### config.mk
export PLATFORM = sky130hd
export DESIGN_NAME = tksk_cell
export DESIGN_NICKNAME = d
export VERILOG_FILES = /design/src/rtl/tksk_pkg.sv /design/src/rtl/tksk_cell.sv
export SDC_FILE = /design/constraint.sdc
export NUM_CORES = 1
export LEC_CHECK = 0
export BUFFER_PORTS_ARGS = -buffer_cell sky130_fd_sc_hd__buf_2
export CAP_MARGIN = 20
export CORE_AREA = 5 5 125 127
export DETAILED_ROUTE_END_ITERATION = 12
export DIE_AREA = 0 0 130 132
export GPL_TIMING_DRIVEN = 0
export MAX_ROUTING_LAYER = met4
export PLACE_DENSITY = 0.84
export SYNTH_ARGS = -nofsm -noshare
export SYNTH_HDL_FRONTEND = slang
export SYNTH_SLANG_ARGS = --single-unit
### constraint.sdc
create_clock -name clk -period 14.7 [get_ports clk]
set_input_delay 0 -clock clk [delete_from_list [all_inputs] [get_ports clk]]
set_output_delay 0 -clock clk [all_outputs]
set_load 0.01 [all_outputs]
### src/rtl/tksk_pkg.sv
package tksk_pkg;

  // Field widths of the item channels.
  localparam int OP_W      = 1;
  localparam int SCORE_W   = 24;
  localparam int TAG_W     = 32;
  localparam int PLAYERS_W = 4;
  localparam int RIDX_W    = 6;
  localparam int SLOT_W    = 6;
  localparam int K_W       = 7;

  // Internal slot index width, wide enough for the largest table of 256 slots.
  localparam int IDX_W = 8;

  // Default table size and register reset value.
  localparam int SLOTS_DEF = 64;
  localparam logic [K_W-1:0] K_ACTIVE_RST = K_W'(10);

  // Operation codes.
  localparam logic [OP_W-1:0] OP_OFFER = 1'b0;
  localparam logic [OP_W-1:0] OP_READ  = 1'b1;

  // Scan record handed from cell to cell.
  typedef struct packed {
    logic                 valid;
    logic                 is_read;
    logic [IDX_W-1:0]     ridx;
    logic                 found_free;
    logic [IDX_W-1:0]     free_idx;
    logic                 have_worst;
    logic [IDX_W-1:0]     worst_idx;
    logic [SCORE_W-1:0]   worst_score;
    logic                 rd_used;
    logic [SCORE_W-1:0]   rd_score;
    logic [TAG_W-1:0]     rd_tag;
    logic [PLAYERS_W-1:0] rd_players;
  } rec_t;

  // Write broadcast to all cells.
  typedef struct packed {
    logic                 en;
    logic [IDX_W-1:0]     idx;
    logic [SCORE_W-1:0]   score;
    logic [TAG_W-1:0]     tag;
    logic [PLAYERS_W-1:0] players;
  } wr_t;

endpackage

### src/rtl/tksk_cell.sv
module tksk_cell import tksk_pkg::*; #(
  parameter int INDEX = 0
) (
  input  logic           clk,
  input  logic           rst,
  input  logic [K_W-1:0] k_active,
  input  wr_t            wr,
  input  rec_t           rec_in,
  output rec_t           rec_out
);

  localparam logic [IDX_W-1:0] MY_IDX = IDX_W'(INDEX);

  logic                 used;
  logic [SCORE_W-1:0]   score;
  logic [TAG_W-1:0]     tag;
  logic [PLAYERS_W-1:0] players;
  logic                 active;
  logic                 wr_hit;
  rec_t                 rec_next;

  // The slot takes part in offers only when it lies below k_active.
  assign active = MY_IDX < IDX_W'(k_active);
  assign wr_hit = wr.en && (wr.idx == MY_IDX);

  // Fold this slot into the passing record.
  always_comb begin
    rec_next = rec_in;
    if (rec_in.valid) begin
      if (rec_in.is_read) begin
        if (rec_in.ridx == MY_IDX) begin
          rec_next.rd_used    = used;
          rec_next.rd_score   = score;
          rec_next.rd_tag     = tag;
          rec_next.rd_players = players;
        end
      end else if (active) begin
        if (used) begin
          if (!rec_in.have_worst || (score < rec_in.worst_score)) begin
            rec_next.have_worst  = 1'b1;
            rec_next.worst_idx   = MY_IDX;
            rec_next.worst_score = score;
          end
        end else if (!rec_in.found_free) begin
          rec_next.found_free = 1'b1;
          rec_next.free_idx   = MY_IDX;
        end
      end
    end
  end

  // Record register toward the next cell.
  always_ff @(posedge clk) begin
    if (rst) begin
      rec_out.valid <= 1'b0;
    end else begin
      rec_out <= rec_next;
    end
  end

  // Occupancy flag.
  always_ff @(posedge clk) begin
    if (rst) begin
      used <= 1'b0;
    end else if (wr_hit) begin
      used <= 1'b1;
    end
  end

  // Stored candidate.
  always_ff @(posedge clk) begin
    if (wr_hit) begin
      score   <= wr.score;
      tag     <= wr.tag;
      players <= wr.players;
    end
  end

endmodule

**After elaboration in Yosys (flattened, before gate mapping)**

Index checks and enable logic that the tools add are counted.

- Reductions and logical operators: 5
- Multiplexer cells: 9
- $lt $le $gt $ge: 2

Operators by type and width:

| kind | number |
|---|---|
| 2-to-1 mux 61 bit | 2 |
| 2-to-1 mux 103 bit | 1 |
| 2-to-1 mux 42 bit | 2 |
| 2-to-1 mux 33 bit | 2 |
| < comparator 24 bit | 1 |
| zero test 8 bit | 2 |
| 2-to-1 mux 9 bit | 1 |
| 2-to-1 mux 8 bit | 1 |
| < comparator 1 x 7 -> 1 bit (first input constant) | 1 |
| logical AND 1 bit | 1 |
| zero test 1 bit | 1 |
| logical OR 1 bit | 1 |

- Logic and storage cells: 32
- Output and inout port bits: 113
- Flip-flop bits (word level): 174

**Logic depth before layout (Yosys ltp)**

- Depth in word-level cells: 7
- Depth in mapped cells: 9
- Gate-level depth less buffers: 8

**Worst setup path after synthesis**

No wires, ideal clock.

- Path kind: input to register
- Start: input wr[64] in the netlist's numbering
- End: register players[0], enable pin
- Cell stages on the path: 3
- Slack: 7959 ps
- Data arrival time: 6105 ps
- Path through: nor4b_1 > nand2_1 > nor4_1

- Word-level cells in the longest chain between the ends: 2

RTL lines:

| what | line | text |
|---|---|---|
| from (decl) | tksk_cell.sv:7 | `input wr_t wr,` |
| zero test 8 bit | tksk_cell.sv:24 | `assign wr_hit = wr.en && (wr.idx == MY_IDX);` |
| logical AND 1 bit | tksk_cell.sv:24 |  |
| net wr_hit | tksk_cell.sv:19 | `logic wr_hit;` |
| to (signal assigned) | tksk_cell.sv:75 | `players <= wr.players;` |
| to (decl) | tksk_cell.sv:17 | `logic [PLAYERS_W-1:0] players;` |

The timed path passes the listed nets, and every way through them passes these cells.
A chain may end at the register's enable or synchronous reset.

==> impl_metrics.ini <==
[place]
finalWeightedCongestion = 0.797
numPlacedInstances = 882
pre_cts_slack_ns = 11.74
placed_area_um2 = 9120
portBuffers = 303
dp_hpwl_um = 13700

[final_layout]
area_growth_pct = 56.9
drive_above_1_share = 0.471
num-nets-final = 1107
fillers = 756
final_cell_mix = buf_2 (303), dlygate4sd3_1 (176), edfxtp_1 (172), mux2_4 (58), inv_1 (24)
fin_cells = 1096
final_area_um2 = 11400
layout_commonest_cell = buf_2

[synthesis]
post_synth.cell_area_avg_um2 = 18.8
synth_seq_area_share = 0.715
netlist_instances = 387
ys_async_sr_fraction = 0
synth_edf_count = 172
ys_seq_elements = 174
synth.cell_area_um2 = 7280
ys_types = 35
yosysWarningCount = 0
ys.flop_type = edfxtp_1
syn_nets = 601

[die]
fp.dieW_um = 130
ios = 304
die_h_um = 132
core_area_um2 = 14300
fp-row-count = 44
die-area_um2 = 17200
initial_core_util = 0.509

[global_route]
antenna_found_initial = 6
grt_max_degree = 66
grt_pass1_vias = 6139
grt_first_pass_wirelength_um = 33400
gr-total-overflow = 0
track_usage = 0.266

[sta]
layout_setup_ws_ns = 11.72
fmax_mhz = 335
drv_slew = 0
worstMarginPinSlew_ns = 0.848
layout_min_cycle_time_ns = 2.98
rsz0062_at_grt = no
fin_setup_tns_ns = 0
maxSlewHeadroom = 0.430
setup_viol = 0
worst_clock_skew_ns = 0.0103
whs_ns = 0.0591
post-route-period-util = 0.203
hold_viol = 0

[route]
drt_iter0_drc = 282
firstDrtPassIters = 4
vias = 5538
avgViaCountPerCell = 5.05
route.antenna.remaining_nets = 0
wl_um = 22300
routedWlPerCell_um = 20.3
drc = 0

[critical_path]
timing.rr.start = score[1]
r2r-end = rec_out[79]
r2r_slack_ns = 11.72
crit_arrival_ns = 3.14
worstPathMaxFanout = 10
crit_required_ns = 14.86
cp-start-kind = flip-flop
r2r_cells = 8
endpoint_kind = flip-flop
crit_type = reg2reg

[clock_tree]
clk_pin_slew_ns = 0.07
cts-root-buf = clkbuf_16
cts_buffers = 17
cts.sinks = 174
cts_tree = yes
clockBufferDepth = 2
htree_levels = 4
clk_latency_ns = 0.42

[outcome]
status = completed

[min_path]
hold_depth = 3
min_to = score[12]
hold_class = in2reg
hp-start = wr[60]

[pwr]
leakage_nw = 5.05
vdd_drop_max_v = 0.0000743
powerDensity_nw_per_um2 = 99.4

[flow_run]
maxCapViolCount = 0
-- routing by layer --
metal  vias up  global-route usage  wire length [um]
li1       2513                   -                 -
met1      2705               0.278              7860
met2       257               0.476             12300
met3        63              0.0539              1190
met4         0               0.122               930
met5         -                   -                 0
-- through the flow --
stage / total power, W / util
floorplan: 0.000630 / -
global placement: 0.000683 / 0.631
detailed placement: 0.000687 / 0.637
CTS: 0.00113 / 0.797
global route: 0.00118 / 0.799
finish: 0.00114 / 0.799
-- critical path, cell delays in order (launching register included) --
cell	delay (ns)
edfxtp_1	0.45
ha_1	0.23
nor3b_1	0.25
nor2_1	0.09
o31ai_1	0.23
a31oi_1	0.17
a211oi_2	0.61
buf_4	0.33
mux2_1	0.36
-- report_power, final --
part / leakage (nW) / switching (W) / internal [W]
clock network: 0.256 / 0.000188 / 0.000231
registers: 1.65 / 0.00000719 / 0.000572
logic: 3.14 / 0.0000582 / 0.0000812
-- logic make-up (layout without fill, tap and decap cells) --
kind of cell	after synthesis	count (layout)	share of synthesized area
AOI/OAI and AO/OA	20	20	0.0179
adders and majority gates	23	23	0.0395
buffers and inverters	34	552	0.0252
DFF	174	174	0.715
muxes	84	84	0.160
other	0	7	0
and+or+nand+nor	52	52	0.0431
-- synthesized netlist by cell type (all sizes together) (3+ instances only) --
| master | instances | share of area |
|---|---|---|
| a21oi | 8 | 0.0055 |
| buf | 9 | 0.012 |
| edfxtp | 172 | 0.71 |
| ha | 23 | 0.040 |
| inv | 25 | 0.013 |
| mux2 | 84 | 0.16 |
| nand2 | 6 | 0.0031 |
| nand3 | 4 | 0.0027 |
| nand4 | 7 | 0.0081 |
| nor2 | 5 | 0.0026 |
| nor2b | 17 | 0.015 |
| nor3 | 4 | 0.0034 |
| o21ai | 3 | 0.0021 |
-- how the worst max path moves through the flow --
stage,slack [ns],startpoint,end,depth (start not counted)
after floorplan,7.96,wr[64],players[0],3
after global placement,4.86,wr[64],score[19],4
after detailed placement,11.74,score[22],rec_out[79],8
after CTS,11.69,score[1],rec_out[79],8
after global routing,11.53,score[1],rec_out[79],8
final,11.72,score[1],rec_out[79],8
-- final cells by class --
type	instances	area, um2	area share
clock inverter	12	97.6	0.00854
antenna	7	17.5	0.00153
multi-input combinational	179	1900	0.166
tap	184	230	0.0201
buffer	9	90.1	0.00788
inverter	25	96.3	0.00843
clock buffer	19	433	0.0379
timing repair buffer	487	3360	0.294
sequential	174	5200	0.455
-- what timing repair did --
action	CTS	global route
hold buffers	176	0
endpoints found under the hold margin	181	0
buffers inserted	0	0
gates resized for setup	0	0
-- registers in the layout (all words and copies together) (netlist names) --
register	cells
used	1
rec_out	113
score	24
tag	32
players	4
Note: power is estimated with default switching activity, not from simulation.
