[config.mk]
export PLATFORM = sky130hd
export DESIGN_NAME = tksk_ctrl_flat
export DESIGN_NICKNAME = d
export VERILOG_FILES = /design/src/rtl/tksk_pkg.sv /design/src/rtl/tksk_req_if.sv /design/src/rtl/tksk_rsp_if.sv /design/src/rtl/tksk_ctrl.sv /design/src/flat_wrapper.sv
export SDC_FILE = /design/constraint.sdc
export NUM_CORES = 1
export LEC_CHECK = 0
export BUFFER_PORTS_ARGS = -buffer_cell sky130_fd_sc_hd__buf_2
export CAP_MARGIN = 30
export CELL_PAD_IN_SITES_DETAIL_PLACEMENT = 1
export CELL_PAD_IN_SITES_GLOBAL_PLACEMENT = 1
export CORE_AREA = 2 2 178 180
export DETAILED_ROUTE_END_ITERATION = 6
export DIE_AREA = 0 0 180 182
export HOLD_SLACK_MARGIN = 0.12
export PLACE_DENSITY_LB_ADDON = 0.1
export SLEW_MARGIN = 5
export SYNTH_ARGS = -nofsm -noshare
export SYNTH_HDL_FRONTEND = slang
export SYNTH_SLANG_ARGS = --single-unit
[constraint.sdc]
create_clock -name clk -period 11.89 [get_ports clk]
set_input_delay 0.5945 -clock clk [delete_from_list [all_inputs] [get_ports clk]]
set_output_delay 0.5945 -clock clk [all_outputs]
set_load 0.02 [all_outputs]
[src/rtl/tksk_pkg.sv]
package tksk_pkg;

  // Field widths of the item channels.
  localparam int OP_W      = 1;
  localparam int SCORE_W   = 24;
  localparam int TAG_W     = 32;
  localparam int PLAYERS_W = 4;
  localparam int RIDX_W    = 6;
  localparam int SLOT_W    = 6;
  localparam int K_W       = 7;

  // Internal slot index width, wide enough for the largest table of 256 slots.
  localparam int IDX_W = 8;

  // Default table size and register reset value.
  localparam int SLOTS_DEF = 64;
  localparam logic [K_W-1:0] K_ACTIVE_RST = K_W'(10);

  // Operation codes.
  localparam logic [OP_W-1:0] OP_OFFER = 1'b0;
  localparam logic [OP_W-1:0] OP_READ  = 1'b1;

  // Scan record handed from cell to cell.
  typedef struct packed {
    logic                 valid;
    logic                 is_read;
    logic [IDX_W-1:0]     ridx;
    logic                 found_free;
    logic [IDX_W-1:0]     free_idx;
    logic                 have_worst;
    logic [IDX_W-1:0]     worst_idx;
    logic [SCORE_W-1:0]   worst_score;
    logic                 rd_used;
    logic [SCORE_W-1:0]   rd_score;
    logic [TAG_W-1:0]     rd_tag;
    logic [PLAYERS_W-1:0] rd_players;
  } rec_t;

  // Write broadcast to all cells.
  typedef struct packed {
    logic                 en;
    logic [IDX_W-1:0]     idx;
    logic [SCORE_W-1:0]   score;
    logic [TAG_W-1:0]     tag;
    logic [PLAYERS_W-1:0] players;
  } wr_t;

endpackage

[src/rtl/tksk_req_if.sv]
interface tksk_req_if import tksk_pkg::*; ();
  logic                 valid;
  logic                 ready;
  logic [OP_W-1:0]      opcode;
  logic [SCORE_W-1:0]   cand_score;
  logic [TAG_W-1:0]     cand_tag;
  logic [PLAYERS_W-1:0] cand_players;
  logic [RIDX_W-1:0]    read_index;

  modport source (output valid, opcode, cand_score, cand_tag, cand_players, read_index,
                  input ready);
  modport sink (input valid, opcode, cand_score, cand_tag, cand_players, read_index,
                output ready);
endinterface

[src/rtl/tksk_rsp_if.sv]
interface tksk_rsp_if import tksk_pkg::*; ();
  logic                 valid;
  logic                 ready;
  logic                 accepted;
  logic                 evicted;
  logic [SLOT_W-1:0]    slot;
  logic                 slot_used;
  logic [SCORE_W-1:0]   slot_score;
  logic [TAG_W-1:0]     slot_tag;
  logic [PLAYERS_W-1:0] slot_players;

  modport source (output valid, accepted, evicted, slot, slot_used, slot_score, slot_tag,
                  slot_players, input ready);
  modport sink (input valid, accepted, evicted, slot, slot_used, slot_score, slot_tag,
                slot_players, output ready);
endinterface

[src/rtl/tksk_ctrl.sv]
module tksk_ctrl import tksk_pkg::*; #(
  parameter int SLOTS = SLOTS_DEF
) (
  input  logic           clk,
  input  logic           rst,
  input  logic           cfg_we,
  input  logic [K_W-1:0] cfg_wdata,
  output logic [K_W-1:0] k_active,
  tksk_req_if.sink       req,
  tksk_rsp_if.source     rsp,
  output rec_t           launch,
  input  rec_t           chain_out,
  output wr_t            wr
);

  typedef enum logic [1:0] {
    ST_IDLE,
    ST_SCAN,
    ST_HOLD
  } state_t;

  state_t               state;
  logic [SCORE_W-1:0]   cand_score;
  logic [TAG_W-1:0]     cand_tag;
  logic [PLAYERS_W-1:0] cand_players;
  logic                 res_accepted;
  logic                 res_evicted;
  logic [SLOT_W-1:0]    res_slot;
  logic                 res_used;
  logic [SCORE_W-1:0]   res_score;
  logic [TAG_W-1:0]     res_tag;
  logic [PLAYERS_W-1:0] res_players;
  logic                 take_in;
  logic                 out_free;
  logic                 do_write;
  logic                 do_evict;
  logic [IDX_W-1:0]     target;

  assign req.ready = (state == ST_IDLE);
  assign take_in   = req.valid && req.ready;
  assign out_free  = !rsp.valid || rsp.ready;

  // Decision taken when the record leaves the last cell.
  always_comb begin
    do_write = 1'b0;
    do_evict = 1'b0;
    target   = chain_out.free_idx;
    if (!chain_out.is_read) begin
      if (chain_out.found_free) begin
        do_write = 1'b1;
      end else if (chain_out.have_worst && (cand_score > chain_out.worst_score)) begin
        do_write = 1'b1;
        do_evict = 1'b1;
        target   = chain_out.worst_idx;
      end
    end
  end

  // Configuration register.
  always_ff @(posedge clk) begin
    if (rst) begin
      k_active <= K_ACTIVE_RST;
    end else if (cfg_we) begin
      k_active <= cfg_wdata;
    end
  end

  // Sequencer with its registered controls, the empty record that starts the scan
  // and the write broadcast.
  always_ff @(posedge clk) begin
    if (rst) begin
      state        <= ST_IDLE;
      launch.valid <= 1'b0;
      wr.en        <= 1'b0;
      rsp.valid    <= 1'b0;
    end else begin
      launch.valid <= 1'b0;
      wr.en        <= 1'b0;
      if (rsp.valid && rsp.ready) begin
        rsp.valid <= 1'b0;
      end
      unique case (state)
        ST_IDLE: begin
          if (take_in) begin
            launch.valid       <= 1'b1;
            launch.is_read     <= (req.opcode == OP_READ);
            launch.ridx        <= IDX_W'(req.read_index);
            launch.found_free  <= 1'b0;
            launch.free_idx    <= '0;
            launch.have_worst  <= 1'b0;
            launch.worst_idx   <= '0;
            launch.worst_score <= '0;
            launch.rd_used     <= 1'b0;
            launch.rd_score    <= '0;
            launch.rd_tag      <= '0;
            launch.rd_players  <= '0;
            state              <= ST_SCAN;
          end
        end
        ST_SCAN: begin
          if (chain_out.valid) begin
            wr.en      <= do_write;
            wr.idx     <= target;
            wr.score   <= cand_score;
            wr.tag     <= cand_tag;
            wr.players <= cand_players;
            state      <= ST_HOLD;
          end
        end
        ST_HOLD: begin
          if (out_free) begin
            rsp.valid <= 1'b1;
            state     <= ST_IDLE;
          end
        end
        default: begin
          state <= ST_IDLE;
        end
      endcase
    end
  end

  // Candidate capture.
  always_ff @(posedge clk) begin
    if (take_in) begin
      cand_score   <= req.cand_score;
      cand_tag     <= req.cand_tag;
      cand_players <= req.cand_players;
    end
  end

  // Result payload.
  always_ff @(posedge clk) begin
    if ((state == ST_SCAN) && chain_out.valid) begin
      res_accepted <= do_write;
      res_evicted  <= do_evict;
      if (chain_out.is_read) begin
        res_slot <= chain_out.ridx[SLOT_W-1:0];
      end else if (do_write) begin
        res_slot <= target[SLOT_W-1:0];
      end else begin
        res_slot <= '0;
      end
      res_used    <= chain_out.rd_used;
      res_score   <= chain_out.rd_score;
      res_tag     <= chain_out.rd_tag;
      res_players <= chain_out.rd_players;
    end
  end

  // Output register.
  always_ff @(posedge clk) begin
    if ((state == ST_HOLD) && out_free) begin
      rsp.accepted     <= res_accepted;
      rsp.evicted      <= res_evicted;
      rsp.slot         <= res_slot;
      rsp.slot_used    <= res_used;
      rsp.slot_score   <= res_score;
      rsp.slot_tag     <= res_tag;
      rsp.slot_players <= res_players;
    end
  end

  // A record only comes out of the chain while a scan is pending.
  a_chain_in_scan: assert property (@(posedge clk) disable iff (rst)
    chain_out.valid |-> (state == ST_SCAN))
    else $error("scan record left the chain outside a scan");

  // A table write follows the end of a scan.
  a_write_after_scan: assert property (@(posedge clk) disable iff (rst)
    wr.en |-> ($past(state) == ST_SCAN) && (state == ST_HOLD))
    else $error("table write without a finished scan");

  // Free slots found by the scan of an offer lie inside the table.
  a_slot_in_range: assert property (@(posedge clk) disable iff (rst)
    (chain_out.valid && !chain_out.is_read && chain_out.found_free)
      |-> ({1'b0, chain_out.free_idx} < (IDX_W+1)'(SLOTS)))
    else $error("free slot beyond the table");

  // An eviction is always an accepted offer.
  a_evict_accepted: assert property (@(posedge clk) disable iff (rst)
    (wr.en && res_evicted) |-> res_accepted)
    else $error("eviction reported without acceptance");

endmodule

[src/flat_wrapper.sv]
// flat-port wrapper written by rule: the top's interface ports become plain ports
module tksk_ctrl_flat import tksk_pkg::*;
#(
  parameter int SLOTS = SLOTS_DEF
)
  (clk, rst, cfg_we, cfg_wdata, k_active, launch, chain_out, wr, req_valid, req_opcode, req_cand_score, req_cand_tag, req_cand_players, req_read_index, req_ready, rsp_valid, rsp_accepted, rsp_evicted, rsp_slot, rsp_slot_used, rsp_slot_score, rsp_slot_tag, rsp_slot_players, rsp_ready);
  tksk_req_if req_i ();
  tksk_rsp_if rsp_i ();
  input  logic clk;
  input  logic rst;
  input  logic cfg_we;
  input  logic [K_W-1:0] cfg_wdata;
  output logic [K_W-1:0] k_active;
  output rec_t launch;
  input  rec_t chain_out;
  output wr_t wr;
  input wire logic [$bits(req_i.valid)-1:0] req_valid;
  input wire logic [$bits(req_i.opcode)-1:0] req_opcode;
  input wire logic [$bits(req_i.cand_score)-1:0] req_cand_score;
  input wire logic [$bits(req_i.cand_tag)-1:0] req_cand_tag;
  input wire logic [$bits(req_i.cand_players)-1:0] req_cand_players;
  input wire logic [$bits(req_i.read_index)-1:0] req_read_index;
  output wire logic [$bits(req_i.ready)-1:0] req_ready;
  output wire logic [$bits(rsp_i.valid)-1:0] rsp_valid;
  output wire logic [$bits(rsp_i.accepted)-1:0] rsp_accepted;
  output wire logic [$bits(rsp_i.evicted)-1:0] rsp_evicted;
  output wire logic [$bits(rsp_i.slot)-1:0] rsp_slot;
  output wire logic [$bits(rsp_i.slot_used)-1:0] rsp_slot_used;
  output wire logic [$bits(rsp_i.slot_score)-1:0] rsp_slot_score;
  output wire logic [$bits(rsp_i.slot_tag)-1:0] rsp_slot_tag;
  output wire logic [$bits(rsp_i.slot_players)-1:0] rsp_slot_players;
  input wire logic [$bits(rsp_i.ready)-1:0] rsp_ready;
  assign req_i.valid = req_valid;
  assign req_i.opcode = req_opcode;
  assign req_i.cand_score = req_cand_score;
  assign req_i.cand_tag = req_cand_tag;
  assign req_i.cand_players = req_cand_players;
  assign req_i.read_index = req_read_index;
  assign req_ready = req_i.ready;
  assign rsp_valid = rsp_i.valid;
  assign rsp_accepted = rsp_i.accepted;
  assign rsp_evicted = rsp_i.evicted;
  assign rsp_slot = rsp_i.slot;
  assign rsp_slot_used = rsp_i.slot_used;
  assign rsp_slot_score = rsp_i.slot_score;
  assign rsp_slot_tag = rsp_i.slot_tag;
  assign rsp_slot_players = rsp_i.slot_players;
  assign rsp_i.ready = rsp_ready;
  tksk_ctrl #(.SLOTS(SLOTS)) u_core (.clk(clk), .rst(rst), .cfg_we(cfg_we), .cfg_wdata(cfg_wdata), .k_active(k_active), .req(req_i), .rsp(rsp_i), .launch(launch), .chain_out(chain_out), .wr(wr));
endmodule
Word-level counts from Yosys, hierarchy flattened

Index checks and enable logic that the tools add are counted.

Output and inout port bits: 260
Bits in registers: 285
Word-level logic and storage cells: 68
Input bits: 192

Muxes and demuxes: 16
Order comparisons: 1
Bitwise operators: 4
Reduce and logical (&&, ||, !) cells: 14
Eq/ne operators: 5

Operators by type and width:

| kind                                                   | number |
|---|---|
| 2-to-1 mux 113 bit                                     | 1 |
| > comparator 24 bit                                    | 1 |
| 2-to-1 mux 8 bit                                       | 3 |
| 2-to-1 mux 6 bit                                       | 2 |
| AND reduction 3 bit                                    | 3 |
| 2-to-1 mux 1 bit                                       | 6 |
| 2-to-1 mux 2 bit                                       | 3 |
| one-hot mux 2 bit (3 select lines)                     | 1 |
| logical AND 1 bit                                      | 5 |
| inequality test 2 bit (second input constant)          | 2 |
| inverter 1 bit                                         | 4 |
| OR reduction 2 bit                                     | 2 |
| OR reduction 3 bit                                     | 1 |
| == test 2 x 1 -> 1 bit (second input constant)         | 1 |
| == test 2 bit (second input constant)                  | 1 |
| zero test 2 bit                                        | 1 |
| inequality test 2 x 1 -> 1 bit (second input constant) | 1 |
| zero test 1 bit                                        | 1 |
| logical OR 1 bit                                       | 1 |

Longest topological paths before layout

Gate-level depths: netlist of the first run.

Depth after elaboration: 7
Gate-level depth with buffers: 9
Mapped depth without buffers: 8

Worst setup path after synthesis of the first run

No wires, ideal clock.

Path type: input to register
Start point: in chain_out[112] (netlist bit)
End point: reg u_core.wr[0] (netlist name)
Data required time: 11.311 ns
Buffers on the path: 0
Setup time: 0.579 ns
Cell stages on the path: 2
Data arrival time: 5.316 ns
Setup slack: 5.995 ns
Cell sequence: nand2_1 -> nor3_1

Word-level cells in the longest chain between the ends: 1

RTL lines:

| item                                 | RTL line           | source |
|---|---|---|
| start, declared                      | flat_wrapper.sv:15 | `input rec_t chain_out;` |
| AND reduction 3 bit (no source line) | n/a                |  |

Every way passes these cells.
A chain may end at the register's enable or synchronous reset.

Worst setup path after layout of the first run

Start point: reg u_core.cand_score[14]
End point: reg u_core.wr[61] (netlist name)

Word-level cells in the longest chain between the ends: 5

RTL lines:

| item                   | RTL line         | source |
|---|---|---|
| start, declared        | tksk_ctrl.sv:23  | `logic [SCORE_W-1:0] cand_score;` |
| start signal, assigned | tksk_ctrl.sv:126 | `cand_score <= req.cand_score;` |
| > comparator 24 bit    | tksk_ctrl.sv:51  | `end else if (chain_out.have_worst && (cand_score > chain_out.worst_score)) begin` |
| logical AND 1 bit      | tksk_ctrl.sv:51  |  |
| 2-to-1 mux 8 bit       | tksk_ctrl.sv:51  |  |
| 2-to-1 mux 8 bit       | tksk_ctrl.sv:49  | `if (chain_out.found_free) begin` |
| 2-to-1 mux 8 bit       | tksk_ctrl.sv:48  | `if (!chain_out.is_read) begin` |
| via u_core.target[1]   | tksk_ctrl.sv:37  | `logic [IDX_W-1:0] target;` |

The timed path passes the listed nets, and every way through them passes these cells.

==> impl_metrics.tcl, run 1 <==
set metrics [dict create \
    wl_per_cell_um 17.60 \
    fin_util_pct 42.81 \
    ys.flop_type "edfxtp_1" \
    track_usage_pct 13.99 \
    p_total_uw 2232 \
    power_frac_comb_pct 6.8 \
    antenna_found_initial 9 \
    finalMaxSlewViolations 0 \
    clock.fmax_mhz 329.7 \
    synth_xor_area_share_pct 0 \
    finalCritPeriodShare_pct 25.51 \
    worst_pin_slew_ns 0.9318 \
    endpoint "u_core.wr[61]" \
    synthArstFlopShare_pct 0 \
    cpMaxStageDelayCell "or4b_1" \
    hp-class "primary input to flip-flop" \
    grt_overflow 0 \
    yosysWarningCount 0 \
    grt_pass1_vias 5821 \
    crit_path_cell_trace "ha_1 > and4_1 > a221oi_1 > o311ai_4 > or4b_1 > mux2_4" \
    power.switching_uw 502.8 \
    path_clk_slew_ns 0.06 \
    synth_simple_gate_area_share_pct 3.392 \
    status "completed" \
    cts_tree "built" \
    cts_inserted_buffers 34 \
    clk_path_buf_depth 3 \
    num_vias 5633 \
    area.growth.synth_to_final_pct 27.51 \
    grt_first_pass_wirelength_mm 34.90 \
    final_nets 1147 \
    insertion_delay_ns 0.50 \
    viasPerCell 4.145 \
    r2r_end "u_core.wr[61]" \
    crit_start "u_core.cand_score[14]" \
    synth-compound-area-share_pct 2.201 \
    synth_top_family_by_area "buffers and inverters" \
    cp.required_ns 12.12 \
    min_period_ns 3.033 \
    criticalPathCategory "flip-flop to flip-flop" \
    r2r_slack_ns 8.86 \
    rr_startpoint "u_core.cand_score[14]" \
    slew_headroom_pct 37.88 \
    p_leak_uw 0.005462 \
    start_util_pct 33.57 \
    syn_inst 552 \
    grt_max_degree 70 \
    wirelength_mm 23.92 \
    intPower_uw 1730 \
    synth-seq-area-share_pct 81.12 \
    num_rows 65 \
    drt_iter0_drc 302 \
    port_buffers 344 \
    avgSynthCellArea_um2 18.85 \
    cts_sinks 285 \
    yosys.cell_types.count 38 \
    hpwl_mm 17.25 \
    rsz0062_at_grt "false" \
    powerDensity_nw_per_um2 168.3 \
    dr.pass1.iters 4 \
    fin_setup_tns_ns 0 \
    clkPwrFrac_pct 41.5 \
    syn_area_um2 10400 \
    drive_gt1_share_pct 43.28 \
    cp.arrival_ns 3.27 \
    drc 0 \
    synthAdderAreaFrac_pct 2.887 \
    core_area_um2 30990 \
    drtAntennaViolNets 0 \
    finalSetupViolCount 0 \
    cap_violations 0 \
    die-area_um2 32760 \
    p_sw_share_pct 22.52 \
    boundaryPins 452 \
    dpl_cell_area_um2 12260 \
    ir_drop_uv 117.5 \
    synth_edf_count 273 \
    skew_ns 0.01695 \
    hold-worst-slack_ns 0.2649 \
    fin_area_um2 13260 \
    fp.dieW_um 180 \
    cp_max_fo 9 \
    cts_root_buf "clkbuf_16" \
    final_cell_mix "buf_2, edfxtp_1, conb_1" \
    ctsHoldBuffers 0 \
    synth-seq-cells 285 \
    htreeDepth 2 \
    reg2regPathDepth 6 \
    cts_setup_buffers 0 \
    place.gp.congestion 0.7134 \
    ctsResizeCount 0 \
    final_common_cell "buf_2" \
    muxShareOfSynthArea_pct 1.636 \
    finalHoldViolCount 0 \
    sequentialPowerShare_pct 51.8 \
    worstSetupStartpointType "flip-flop" \
    fp.dieH_um 182 \
    end_kind "flip-flop" \
    slowest_delay_ns 0.81 \
]
## per-layer routing
metal	part of all wire, %	wire (um)	up-vias	track usage [%]
li1	-	-	2613	-
met1	41	9719	2680	17.08
met2	46	10980	279	21.93
met3	11	2528	53	6.358
met4	2.7	655	8	4.943
met5	0.18	44	-	0
## state kept, by name (all words and copies together) (netlist names), 2 cells and up
signal / cells
u_core.res_tag: 32
u_core.launch: 8
u_core.rsp.slot_tag: 32
u_core.rsp.slot_score: 24
u_core.res_score: 24
u_core.res_slot: 6
u_core.cand_tag: 32
u_core.cand_players: 4
u_core.cand_score: 24
u_core.state: 2
u_core.rsp.slot_players: 4
u_core.wr: 69
u_core.rsp.slot: 6
u_core.k_active: 7
u_core.res_players: 4
## worst max-delay path, delay by kind of cell (launching register included)
| kind | cells | cell delay (ns) |
|---|---|---|
| flops | 1 | 0.39 |
| mux | 1 | 0.40 |
| simple gates | 2 | 1.05 |
| compound gates | 2 | 0.60 |
| fa+ha+maj | 1 | 0.33 |
## power groups by stage
stage | sequential (uW) | clock [uW] | combinational (uW)
2_1_floorplan | 1190 | 0 | 99.7
3_3_place_gp | 1180 | 0 | 151
3_5_place_dp | 1180 | 0 | 153
4_1_cts | 1160 | 963 | 154
5_1_grt | 1160 | 999 | 167
6_report | 1160 | 925 | 151
## cell usage after synthesis, drive strengths merged, types with 3 or more instances
master | number | area [um2]
a21oi | 21 | 105.1
and4 | 3 | 26.28
buf | 107 | 803.3
clkbuf | 3 | 11.26
dfxtp | 12 | 240.2
edfxtp | 273 | 8198
ha | 24 | 300.3
inv | 25 | 93.84
mux2 | 8 | 120.1
mux2i | 5 | 50.05
nand2 | 8 | 30.03
nand4 | 9 | 68.81
nor2 | 12 | 45.04
nor2b | 16 | 100.1
o21ai | 4 | 23.77
## area by class of cell
cell class	count	area, um2
multi-input combinational	236	1468
fill	3232	17720
antenna	5	12.51
sequential	285	8438
clock buffer	38	887.1
clock inverter	19	102.6
inverter	25	93.84
timing repair buffer	349	1759
tap	402	503.0
## logic make-up after synthesis
logic type / after synthesis
AOI/OAI and AO/OA: 35
adders and majority gates: 24
muxes: 13
buffers and inverters: 135
DFF: 285
other: 1
and+or+nand+nor: 59
## worst min-delay path by stage
stage / startpoint / to / slack, ns / cells after the start
floorplan: u_core.res_accepted / u_core.rsp.accepted / 0.40 / 0
global placement: u_core.cand_tag[4] / u_core.wr[8] / 0.40 / 0
detailed placement: u_core.cand_tag[31] / u_core.wr[35] / 0.41 / 0
CTS: req_cand_tag[19] / u_core.cand_tag[19] / 0.24 / 1
global route: req_cand_tag[19] / u_core.cand_tag[19] / 0.23 / 1
finish: req_cand_tag[15] / u_core.cand_tag[15] / 0.26 / 1
## per-stage QoR
step           instances  worst slack (ns)
3_5_place_dp        1297             8.555
2_1_floorplan        656             5.995
5_1_grt             1357             8.713
6_report            1359             8.857
3_3_place_gp        1297             8.555
4_1_cts             1354             8.839
Note: power is estimated with default switching activity, not from simulation.
==> run 2, diff against run 1 <==
--- a/config.mk
+++ b/config.mk
@@ -9,9 +9,9 @@
 export CAP_MARGIN = 30
 export CELL_PAD_IN_SITES_DETAIL_PLACEMENT = 1
 export CELL_PAD_IN_SITES_GLOBAL_PLACEMENT = 1
-export CORE_AREA = 2 2 178 180
+export CORE_AREA = 2 2 174 176
 export DETAILED_ROUTE_END_ITERATION = 6
-export DIE_AREA = 0 0 180 182
+export DIE_AREA = 0 0 176 178
 export HOLD_SLACK_MARGIN = 0.12
 export PLACE_DENSITY_LB_ADDON = 0.1
 export SLEW_MARGIN = 5
==> constraint.sdc (replaced) <==
create_clock -name clk -period 3.2 [get_ports clk]
set_input_delay 0.16 -clock clk [delete_from_list [all_inputs] [get_ports clk]]
set_output_delay 0.16 -clock clk [all_outputs]
set_load 0.02 [all_outputs]
==> run 2 against run 1 <==
Against the previous run: final area up 14%; via count up 12%; clock power rose to 3.6 times the previous value; total power rose to 3.8 times the previous value; sequential cell count unchanged; non-clock buffer count up 189; setup slack worse by 8.4 ns; cell count up 13%; wire length up 8.9%; sequential share of layout area down 7.8 points; fmax up 8.8%; utilization up 8.6 points.
==> impl_metrics.tcl, run 2 (synthesized netlist as in run 1, its figures left out) <==
set metrics [dict create \
    status "completed" \
    fp.dieH_um 178 \
    antenna_found_initial 1 \
    finalCritPeriodShare_pct 87.13 \
    final_nets 1333 \
    criticalPathCategory "flip-flop to flip-flop" \
    cts_sinks 285 \
    drc 0 \
    skew_ns 0.01958 \
    hpwl_mm 17.31 \
    wirelength_mm 26.04 \
    worst_pin_slew_ns 0.9307 \
    area.growth.synth_to_final_pct 45.39 \
    fin_ws_ns 0.4117 \
    dpl_cell_area_um2 12310 \
    fp.dieW_um 176 \
    hold_end "u_core.res_slot[0]" \
    grt_max_degree 70 \
    htreeDepth 1 \
    cp_top_family "compound AO/OA/AOI/OAI gates" \
    final_common_cell "buf_2" \
    r2r_slack_ns 0.41 \
    worstSetupStartpointType "flip-flop" \
    cts_root_buf "clkbuf_16" \
    hp-class "primary input to flip-flop" \
    rr_startpoint "u_core.cand_score[19]" \
    cp.arrival_ns 3.10 \
    min_period_ns 2.788 \
    clk_path_buf_depth 3 \
    hold_path_depth 3 \
    crit_path_cell_trace "ha_1 > a21oi_1 > o21ai_0 > a221oi_1 > o311ai_4 > a31oi_1 > dlygate4sd3_1 > nor2_1" \
    top_register "u_core.wr" \
    rsz0062_at_grt "false" \
    holdCritStartpoint "chain_out[102]" \
    grt_first_pass_wirelength_mm 38.76 \
    cp_max_fo 8 \
    final_cell_mix "buf_2, edfxtp_1, dlygate4sd3_1" \
    wl_per_cell_um 17.00 \
    place.gp.congestion 0.7316 \
    num_vias 6315 \
    fin_setup_tns_ns 0 \
    slew_headroom_pct 37.96 \
    fin_area_um2 15120 \
    slowest_delay_ns 0.58 \
    clock.fmax_mhz 358.6 \
    num_rows 63 \
    cts_inserted_buffers 31 \
    grt_pass1_vias 6845 \
    path_clk_slew_ns 0.06 \
    ctsResizeCount 0 \
    die-area_um2 31330 \
    dp_slack_ns 0.4427 \
    viasPerCell 4.122 \
    ir_drop_uv 571.1 \
    grt_overflow 0 \
    cap_violations 0 \
    finalHoldViolCount 0 \
    crit_buf_inv 1 \
    finalSetupViolCount 0 \
    cts_tree "built" \
    cpMaxStageDelayCell "dlygate4sd3_1" \
    port_buffers 344 \
    drtAntennaViolNets 0 \
    insertion_delay_ns 0.57 \
    drt_iter0_drc 217 \
    cp.required_ns 3.51 \
    start_util_pct 35.38 \
    end_kind "flip-flop" \
    track_usage_pct 16.14 \
    cts_setup_buffers 0 \
    powerDensity_nw_per_um2 557.1 \
    ctsHoldBuffers 185 \
    drive_gt1_share_pct 36.28 \
    reg2regPathDepth 8 \
    dr.pass1.iters 4 \
    core_area_um2 29400 \
    finalMaxSlewViolations 0 \
    p_leak_uw 0.006257 \
    largest_register_ffs 69 \
    r2r_end "u_core.res_accepted" \
    boundaryPins 452 \
]
## run 2: how the worst max path moves through the flow
stage          slack, ns  cells after the start             startpoint             endpoint
2_1_floorplan      -0.38                      2        u_core.state[0]         u_core.wr[0]
3_3_place_gp        0.44                      7  u_core.cand_score[14]        u_core.wr[66]
3_5_place_dp        0.44                      8  u_core.cand_score[11]        u_core.wr[64]
4_1_cts             0.36                      8  u_core.cand_score[19]  u_core.res_accepted
5_1_grt             0.19                      8  u_core.cand_score[17]  u_core.res_accepted
6_report            0.41                      8  u_core.cand_score[19]  u_core.res_accepted
## run 2: metrics by stage
stage               hold WS [ns]  utilization [%]  total power [uW]  instances
finish                    0.2090            51.44              8426       1532
global route              0.2335            51.43              8752       1531
detailed placement        0.3383            41.86              4946       1289
global placement          0.3362            41.86              4931       1289
CTS                       0.1868            51.43              8535       1531
floorplan                 0.2316                -              4800        656
## run 2: where the power goes
| part | internal, uW | switching (uW) |
|---|---|---|
| combinational | 340 | 426 |
| sequential | 4250 | 40.8 |
| clock | 1930 | 1440 |
## run 2: layout make-up
class	count	area (um2)
Clock buffer	34	787.0
Tap cell	390	488.0
Timing Repair Buffer	538	3666
Inverter	25	93.84
Multi-Input combinational cell	236	1474
Fill cell	2987	14280
Clock inverter	23	175.2
Sequential cell	285	8438
Antenna cell	1	2.502
## run 2: routing by layer
| metal | GRT usage, % | up-vias | share of wire [%] |
|---|---|---|---|
| met1 | 18.70 | 3018 | 38 |
| met4 | 4.063 | 0 | 2.2 |
| met3 | 5.691 | 38 | 9.7 |
| met2 | 28.61 | 278 | 50 |
| li1 | - | 2981 | - |
| met5 | 0 | - | 0 |
## run 2: worst min-delay path: stages
cell	delay, ns
buf_2	0.18
a21oi_1	0.15
a21oi_1	0.11
